$ cat src/hdl/logfmt_line_tokenizer_top_assert.svh
// Assertion macros shared by the logfmt tokenizer RTL.
`ifndef LOGFMT_LINE_TOKENIZER_TOP_ASSERT_SVH
`define LOGFMT_LINE_TOKENIZER_TOP_ASSERT_SVH

// Same-cycle implication, checked at every rising clock edge outside reset.
`define LFT_ASSERT_NOW(label, clk, rst_n, ante, cons) \
    label: assert property (@(posedge clk) disable iff (!rst_n) (ante) |-> (cons)) \
        else $error("logfmt tokenizer check failed");

// Next-cycle implication, checked at every rising clock edge outside reset.
`define LFT_ASSERT_NEXT(label, clk, rst_n, ante, cons) \
    label: assert property (@(posedge clk) disable iff (!rst_n) (ante) |=> (cons)) \
        else $error("logfmt tokenizer check failed");

`endif

$ cat src/hdl/lft_pkg.sv
// Shared types and constants of the logfmt line tokenizer.
package lft_pkg;

    // Scanner state codes.
    localparam logic [2:0] ST_SKIP   = 3'd0;
    localparam logic [2:0] ST_KEY    = 3'd1;
    localparam logic [2:0] ST_VSTART = 3'd2;
    localparam logic [2:0] ST_VUNQ   = 3'd3;
    localparam logic [2:0] ST_VQ     = 3'd4;
    localparam logic [2:0] ST_VESC   = 3'd5;

    // Byte roles.
    localparam logic [1:0] ROLE_NONE  = 2'd0;
    localparam logic [1:0] ROLE_KEY   = 2'd1;
    localparam logic [1:0] ROLE_VALUE = 2'd2;

    // Characters of interest.
    localparam logic [7:0] CH_EQ    = 8'h3D;
    localparam logic [7:0] CH_QUOTE = 8'h22;
    localparam logic [7:0] CH_BSL   = 8'h5C;
    localparam logic [7:0] CH_TAB   = 8'h09;
    localparam logic [7:0] CH_SPACE = 8'h20;

    localparam logic [7:0] PAIRS_MAX = 8'hFF;

    typedef struct packed {
        logic [7:0] byte_in;
        logic       last_in;
    } item_t;

    typedef struct packed {
        logic [7:0] byte_out;
        logic [1:0] role;
        logic       key_commit;
        logic       key_discard;
        logic       pair_end;
        logic [7:0] line_pairs;
        logic       line_end;
    } result_t;

    typedef struct packed {
        logic [2:0] state;
        logic [7:0] count;
    } scan_status_t;

endpackage

$ cat src/hdl/lft_if.sv
// Channel interfaces for the byte input and the tagged-byte output.
interface lft_in_if;
    import lft_pkg::*;
    logic       valid;
    logic       ready;
    logic [7:0] byte_in;
    logic       last_in;

    modport source (output valid, output byte_in, output last_in, input ready);
    modport sink (input valid, input byte_in, input last_in, output ready);
endinterface

interface lft_out_if;
    logic       valid;
    logic       ready;
    logic [7:0] byte_out;
    logic [1:0] role;
    logic       key_commit;
    logic       key_discard;
    logic       pair_end;
    logic [7:0] line_pairs;
    logic       line_end;

    modport source (output valid, output byte_out, output role, output key_commit,
                    output key_discard, output pair_end, output line_pairs,
                    output line_end, input ready);
    modport sink (input valid, input byte_out, input role, input key_commit,
                  input key_discard, input pair_end, input line_pairs,
                  input line_end, output ready);
endinterface

$ cat src/hdl/lft_in_stage.sv
// Input register: captures one byte transaction and holds it until the scanner takes it.
module lft_in_stage
    import lft_pkg::*;
(
    input  logic       clk,
    input  logic       rst_n,
    lft_in_if.sink     bytes,
    input  logic       take,
    output logic       valid,
    output item_t      item
);

    logic  valid_reg;
    logic  valid_next;
    item_t item_reg;
    logic  load;

    assign bytes.ready = !valid_reg || take;
    assign load        = bytes.valid && bytes.ready;
    assign valid_next  = load ? 1'b1 : (take ? 1'b0 : valid_reg);

    always_ff @(posedge clk or negedge rst_n)
    begin
        if (!rst_n)
        begin
            valid_reg <= 1'b0;
        end
        else
        begin
            valid_reg <= valid_next;
        end
    end

    always_ff @(posedge clk)
    begin
        if (load)
        begin
            item_reg <= '{byte_in: bytes.byte_in, last_in: bytes.last_in};
        end
    end

    assign valid = valid_reg;
    assign item  = item_reg;

endmodule

$ cat src/hdl/lft_scan.sv
// Scanner: per-byte classification, the tokenizer state and the per-line pair count.
module lft_scan
    import lft_pkg::*;
(
    input  logic         clk,
    input  logic         rst_n,
    input  logic         fire,
    input  item_t        item,
    output result_t      res,
    output scan_status_t status
);

    logic [2:0] state_reg;
    logic [2:0] state_next;
    logic [7:0] count_reg;
    logic [7:0] count_next;

    logic [2:0] st_cur;
    logic [2:0] st_new;
    logic [1:0] role;
    logic       commit;
    logic       discard;
    logic       pend;
    logic       ws;
    logic [7:0] count_new;

    assign ws = (item.byte_in == CH_SPACE) || (item.byte_in == CH_TAB);

    always_comb
    begin
        // Unused codes fall back to whitespace skipping.
        st_cur  = (state_reg > ST_VESC) ? ST_SKIP : state_reg;
        st_new  = st_cur;
        role    = ROLE_NONE;
        commit  = 1'b0;
        discard = 1'b0;
        pend    = 1'b0;

        case (st_cur)
            ST_SKIP, ST_KEY:
            begin
                if (ws)
                begin
                    discard = (st_cur == ST_KEY);
                    st_new  = ST_SKIP;
                end
                else if (item.byte_in == CH_EQ)
                begin
                    commit = 1'b1;
                    st_new = ST_VSTART;
                end
                else
                begin
                    role   = ROLE_KEY;
                    st_new = ST_KEY;
                end
            end
            ST_VSTART:
            begin
                if (item.byte_in == CH_QUOTE)
                begin
                    st_new = ST_VQ;
                end
                else if (ws)
                begin
                    pend   = 1'b1;
                    st_new = ST_SKIP;
                end
                else
                begin
                    role   = ROLE_VALUE;
                    st_new = ST_VUNQ;
                end
            end
            ST_VUNQ:
            begin
                if (ws)
                begin
                    pend   = 1'b1;
                    st_new = ST_SKIP;
                end
                else
                begin
                    role = ROLE_VALUE;
                end
            end
            ST_VQ:
            begin
                if (item.byte_in == CH_QUOTE)
                begin
                    pend   = 1'b1;
                    st_new = ST_SKIP;
                end
                else if (item.byte_in == CH_BSL)
                begin
                    role   = ROLE_VALUE;
                    st_new = ST_VESC;
                end
                else
                begin
                    role = ROLE_VALUE;
                end
            end
            default:
            begin
                // Escaped byte inside quotes.
                role   = ROLE_VALUE;
                st_new = ST_VQ;
            end
        endcase

        // The end of the line closes whatever token is still open.
        if (item.last_in)
        begin
            if (st_new == ST_KEY)
            begin
                discard = 1'b1;
            end
            else if (st_new != ST_SKIP)
            begin
                pend = 1'b1;
            end
        end
    end

    assign count_new = (pend && (count_reg != PAIRS_MAX)) ? (count_reg + 8'd1) : count_reg;

    always_comb
    begin
        state_next = state_reg;
        count_next = count_reg;
        if (fire)
        begin
            state_next = item.last_in ? ST_SKIP : st_new;
            count_next = item.last_in ? 8'd0 : count_new;
        end
    end

    always_ff @(posedge clk or negedge rst_n)
    begin
        if (!rst_n)
        begin
            state_reg <= ST_SKIP;
            count_reg <= 8'd0;
        end
        else
        begin
            state_reg <= state_next;
            count_reg <= count_next;
        end
    end

    assign res = '{byte_out: item.byte_in, role: role, key_commit: commit,
                   key_discard: discard, pair_end: pend, line_pairs: count_new,
                   line_end: item.last_in};
    assign status = '{state: state_reg, count: count_reg};

endmodule

$ cat src/hdl/lft_out_stage.sv
// Result register: holds one tagged byte until the output transaction completes.
module lft_out_stage
    import lft_pkg::*;
(
    input  logic    clk,
    input  logic    rst_n,
    input  logic    load,
    input  result_t res,
    output logic    can_load,
    lft_out_if.source tags
);

    logic    valid_reg;
    logic    valid_next;
    result_t res_reg;

    assign can_load   = !valid_reg || tags.ready;
    assign valid_next = load ? 1'b1 : (tags.ready ? 1'b0 : valid_reg);

    always_ff @(posedge clk or negedge rst_n)
    begin
        if (!rst_n)
        begin
            valid_reg <= 1'b0;
        end
        else
        begin
            valid_reg <= valid_next;
        end
    end

    always_ff @(posedge clk)
    begin
        if (load)
        begin
            res_reg <= res;
        end
    end

    assign tags.valid       = valid_reg;
    assign tags.byte_out    = res_reg.byte_out;
    assign tags.role        = res_reg.role;
    assign tags.key_commit  = res_reg.key_commit;
    assign tags.key_discard = res_reg.key_discard;
    assign tags.pair_end    = res_reg.pair_end;
    assign tags.line_pairs  = res_reg.line_pairs;
    assign tags.line_end    = res_reg.line_end;

endmodule

$ cat src/hdl/logfmt_line_tokenizer_top.sv
// A byte accepted into the input register moves through the scanner into the result register.
// Throughput: one byte per cycle when not stalled; the scanner state updates as a byte moves
// from the input register into the result register, so bytes follow back to back.
// The input is ready whenever the input register is empty or moves on that cycle.
// Reset (rst_n low, asynchronous) empties both registers, sets the scanner to
// whitespace skipping and clears the pair count.
`include "logfmt_line_tokenizer_top_assert.svh"

module logfmt_line_tokenizer_top
    import lft_pkg::*;
(
    input  logic      clk,
    input  logic      rst_n,
    lft_in_if.sink    bytes,
    lft_out_if.source tags
);

    logic         in_valid;
    item_t        in_item;
    logic         can_load;
    logic         fire;
    result_t      res;
    scan_status_t status;

    assign fire = in_valid && can_load;

    lft_in_stage u_in_stage (
        .clk   (clk),
        .rst_n (rst_n),
        .bytes (bytes),
        .take  (can_load),
        .valid (in_valid),
        .item  (in_item)
    );

    lft_scan u_scan (
        .clk    (clk),
        .rst_n  (rst_n),
        .fire   (fire),
        .item   (in_item),
        .res    (res),
        .status (status)
    );

    lft_out_stage u_out_stage (
        .clk      (clk),
        .rst_n    (rst_n),
        .load     (fire),
        .res      (res),
        .can_load (can_load),
        .tags     (tags)
    );

    // The last byte of a line leaves the scanner at its starting point.
    `LFT_ASSERT_NEXT(a_line_restart, clk, rst_n, fire && in_item.last_in,
        (status.state == ST_SKIP) && (status.count == 8'd0))

    // A stalled result must not let a buffered input byte slip away.
    `LFT_ASSERT_NEXT(a_no_drop, clk, rst_n, in_valid && tags.valid && !tags.ready,
        in_valid && $stable(in_item))

    // A completed pair is always counted in the line total.
    `LFT_ASSERT_NOW(a_pair_counted, clk, rst_n, tags.valid && tags.pair_end,
        tags.line_pairs != 8'd0)

    // Only an equals sign outside a value commits a key, and it carries no role.
    // It ends a pair only when it is the last byte of the line.
    `LFT_ASSERT_NOW(a_commit_eq, clk, rst_n, tags.valid && tags.key_commit,
        (tags.byte_out == CH_EQ) && (tags.role == ROLE_NONE) && (tags.line_end || !tags.pair_end))

endmodule

$ cat src/flat_wrapper.sv
// flat-port wrapper written by rule: the top's interface ports become plain ports
module logfmt_line_tokenizer_top_flat import lft_pkg::*;
  (clk, rst_n, bytes_valid, bytes_byte_in, bytes_last_in, bytes_ready, tags_valid, tags_byte_out, tags_role, tags_key_commit, tags_key_discard, tags_pair_end, tags_line_pairs, tags_line_end, tags_ready);
  lft_in_if bytes_i ();
  lft_out_if tags_i ();
  input  logic clk;
  input  logic rst_n;
  input wire logic [$bits(bytes_i.valid)-1:0] bytes_valid;
  input wire logic [$bits(bytes_i.byte_in)-1:0] bytes_byte_in;
  input wire logic [$bits(bytes_i.last_in)-1:0] bytes_last_in;
  output wire logic [$bits(bytes_i.ready)-1:0] bytes_ready;
  output wire logic [$bits(tags_i.valid)-1:0] tags_valid;
  output wire logic [$bits(tags_i.byte_out)-1:0] tags_byte_out;
  output wire logic [$bits(tags_i.role)-1:0] tags_role;
  output wire logic [$bits(tags_i.key_commit)-1:0] tags_key_commit;
  output wire logic [$bits(tags_i.key_discard)-1:0] tags_key_discard;
  output wire logic [$bits(tags_i.pair_end)-1:0] tags_pair_end;
  output wire logic [$bits(tags_i.line_pairs)-1:0] tags_line_pairs;
  output wire logic [$bits(tags_i.line_end)-1:0] tags_line_end;
  input wire logic [$bits(tags_i.ready)-1:0] tags_ready;
  assign bytes_i.valid = bytes_valid;
  assign bytes_i.byte_in = bytes_byte_in;
  assign bytes_i.last_in = bytes_last_in;
  assign bytes_ready = bytes_i.ready;
  assign tags_valid = tags_i.valid;
  assign tags_byte_out = tags_i.byte_out;
  assign tags_role = tags_i.role;
  assign tags_key_commit = tags_i.key_commit;
  assign tags_key_discard = tags_i.key_discard;
  assign tags_pair_end = tags_i.pair_end;
  assign tags_line_pairs = tags_i.line_pairs;
  assign tags_line_end = tags_i.line_end;
  assign tags_i.ready = tags_ready;
  logfmt_line_tokenizer_top u_core (.clk(clk), .rst_n(rst_n), .bytes(bytes_i), .tags(tags_i));
endmodule
$ cat config.mk
export PLATFORM = sky130hd
export DESIGN_NAME = logfmt_line_tokenizer_top_flat
export DESIGN_NICKNAME = d
export VERILOG_FILES = /design/src/hdl/lft_pkg.sv /design/src/hdl/lft_if.sv /design/src/hdl/lft_in_stage.sv /design/src/hdl/lft_scan.sv /design/src/hdl/lft_out_stage.sv /design/src/hdl/logfmt_line_tokenizer_top.sv /design/src/flat_wrapper.sv
export VERILOG_INCLUDE_DIRS = /design/src /design/src/hdl
export SDC_FILE = /design/constraint.sdc
export NUM_CORES = 1
export LEC_CHECK = 0
export ABC_AREA = 1
export BUFFER_PORTS_ARGS = -buffer_cell sky130_fd_sc_hd__buf_2
export CAP_MARGIN = 20
export CORE_ASPECT_RATIO = 1.1
export CORE_MARGIN = 4
export CORE_UTILIZATION = 55
export DETAILED_ROUTE_END_ITERATION = 12
export HOLD_SLACK_MARGIN = 0.06
export PLACE_DENSITY = 0.78
export RECOVER_POWER = 100
export SYNTH_ARGS = -nofsm -noshare
export SYNTH_HDL_FRONTEND = slang
export SYNTH_HIERARCHICAL = 1
export SYNTH_SLANG_ARGS = --single-unit
$ cat constraint.sdc
create_clock -name clk -period 2.44 [get_ports clk]
set_input_delay 0.244 -clock clk [delete_from_list [all_inputs] [get_ports clk]]
set_output_delay 0.244 -clock clk [all_outputs]
set_load 0.03 [all_outputs]
==> results.md <==
- Run status: complete, no violations
- Max_slew headroom: 0.0867
- Peak supply drop: 0.456 mV
- Initial core utilization: 0.584
- FF-to-FF Start: u_core/u_in_stage/item[2]
- Initial antenna violation count: 0
- Hpwl dp: 2.91 mm
- RePlAce Congestion: 0.893
- CTS tree: built
- ANT cells: 0
- Critical-path cell list: nor2_1, nand2_1, inv_1, nand2_1, nand2_1, nor2_2, nand2_1, nand3_2, nand2_1, nand2_4, nand2_8, nand2_1, and2_0
- Element type at the critical path end: register
- Io pins: 37
- DRT iter0 DRCs: 70
- Setup CP Type: register to register
- Placed Area: 0.00235 mm^2
- IO Port Bufs: 36
- Max FFs per register: 9
- Gr ovfl total: 0
- P_leak: 1.13 nW
- Final Non-Filler Cells: 312
- Placeable Area: 0.00374 mm^2
- Hold wc startpoint: bytes_byte_in[4]
- Ys flop type: edfxtp_1
- Pin count of the biggest net entering global routing: 27
- Die height: 74.1 um
- Crit path largest cell delay: 0.47 ns
- Vias in the first global route: 1497
- Post-CTS Setup Inserts: 0
- Total Power: 1.83 mW
- Total Routing Usage GR: 0.177
- DRC Markers: 0
- Max cap viols: 0
- Placed Cells: 303
- Critical Path Source Type: register
- Core Rows: 23
- CP Buf/Inv Count: 1
- Post-Synthesis Cells: 227
- Post-CTS resize count: 0
- DR pass1 iterations: 4
- Flip-flop and latch count after synthesis: 44
- Commonest non-fill, non-tap cell in the layout: nand2_1
- Stages on the worst setup path: 13
- Via-to-Cell Ratio: 4.98
- Clk root buf: clkbuf_8
- First-pass GRT wire length: 6.48 mm
- WL/cell: 12.8 um
- Detail Route Antenna Nets: 0
- Syn_nets: 241
- Final hold violation count: 0
- Least-Margin Pin Slew: 1.37 ns
- WL final: 4.01 mm
- Worst hold path depth: 1
- CP max stage cell: edfxtp_1
- # H-tree levels: 2
- Layout area overhead: 12.3%
- Final Critical Period: 2.07 ns
- RSZ-0062 raised after global routing: false
- CTS Sinks: 44
- Post-synth ARST share: 0.295
- Finished Cell Area: 0.00245 mm^2
- Final setup violation count: 0
- Number of synthesized flops with an enable pin: 31
- Bufs on Longest Clock Path: 2
- Data required, critical path: 2.49 ns
- R2R Setup Slk: 0.37 ns
- Cts hold-fix bufs: 1
- Skew-Pair Late Insertion Delay: 0.29 ns
- Total CTS buffers: 5
- CP arrival: 2.12 ns
- Slew Limit Fails: 0
- Clock Skew: 0.00713 ns
- Hold/Removal Path Class: input port to register
- Vias: 1555
- Die W: 68.1 um
- Fin crit share: 0.847
- Min-Delay Endpoint: u_core/u_in_stage/item[5]
- P per Cell Area: 747 mW/mm^2
- Max Fclk: 484 MHz
- Clk slew on worst S/H paths: 0.08 ns
- Most frequent cells in the layout: nand2_1, edfxtp_1, clkbuf_1, inv_1, nor2_1
- Avg Inst Size Synth: 9.62 um^2
- Worst R2R Path Depth: 13
- Register area share after synthesis: 0.575
- Mapped Area: 0.00218 mm^2
- Share of layout cells above drive strength 1: 0.145
- Critical path peak fanout: 10
- Yosys cell types: 28
- Layout net count: 275
- TNS Setup: 0 ns
- Ys Warns: 6
- Reg2reg end: u_core/u_out_stage/tags.line_pairs[0]
- Delay-heaviest family, CP: simple AND/OR/NAND/NOR gates
- Most used cell, CP: nand2_1
- Full die area: 0.00505 mm^2
## per-stage QoR
stage	hold WS, ns	util	setup slack [ns]
after global placement	0.150	0.629	0.531
after CTS	0.106	0.674	0.479
final	0.118	0.656	0.373
after global routing	0.101	0.656	0.157
after floorplan	-0.0516	-	0.364
after detailed placement	0.154	0.629	0.509
## cells in the mapped netlist, types with 2 or more instances
cell,instances,area share
xor2_1,4,0.016
nor4_1,2,0.0057
nand3_2,2,0.0092
nand3_1,18,0.041
inv_1,25,0.043
buf_4,13,0.045
nand2_2,17,0.049
and2_1,3,0.0086
nor2_2,3,0.0086
dfrtp_1,13,0.15
o21ai_0,6,0.014
inv_2,3,0.0052
a21oi_1,3,0.0069
edfxtp_1,31,0.43
nand2_1,52,0.089
nor2_1,20,0.034
## worst register-to-register path, stage by stage (launching register included)
cell	delay, ns
edfxtp_1	0.47
nor2_1	0.20
nand2_1	0.10
inv_1	0.06
nand2_1	0.04
nand2_1	0.17
nor2_2	0.05
nand2_1	0.12
nand3_2	0.07
nand2_1	0.10
nand2_4	0.11
nand2_8	0.12
nand2_1	0.07
and2_0	0.14
## cells by family after synthesis
| family | after synthesis | share of synthesized area |
|---|---|---|
| simple gates | 125 | 0.282 |
| flops | 44 | 0.575 |
| buf+inv | 42 | 0.0945 |
| compound gates | 10 | 0.0229 |
| xor+xnor | 5 | 0.0200 |
| fa+ha+maj | 1 | 0.00573 |
## metal layers
metal,routed length (um),GRT usage,part of all wire
met5,0,0,0
met4,112,0.102,0.028
met3,236,0.0423,0.059
met2,2090,0.305,0.52
met1,1570,0.196,0.39
## where the power goes
part | total, mW | switching [mW] | internal [mW]
registers | 0.886 | 0.0254 | 0.861
logic | 0.192 | 0.153 | 0.0394
clock network | 0.755 | 0.243 | 0.512
total | 1.83 | 0.422 | 1.41
## worst max-delay path by stage
stage | from | end | slack, ns
3_3_place_gp | u_core/u_scan/count_reg[0] | u_core/u_out_stage/tags.line_pairs[2] | 0.53
6_report | u_core/u_in_stage/item[2] | u_core/u_out_stage/tags.line_pairs[0] | 0.37
5_1_grt | u_core/u_in_stage/item[2] | u_core/u_out_stage/tags.line_pairs[1] | 0.16
4_1_cts | u_core/u_in_stage/item[2] | u_core/u_out_stage/tags.line_pairs[1] | 0.48
3_5_place_dp | u_core/u_in_stage/item[2] | u_core/u_out_stage/tags.line_pairs[2] | 0.51
2_1_floorplan | u_core/u_out_stage/tags.valid | u_core/u_scan/state_reg[0] | 0.36
## layout make-up
type	instances	area, um^2
Sequential cell	44	1260
Tap cell	50	62.6
Timing Repair Buffer	40	173
Clock buffer	5	68.8
Clock inverter	3	90.1
Inverter	29	109
Fill cell	330	1290
Multi-Input combinational cell	141	694
No activity file was read; power rests on OpenSTA's default activity.
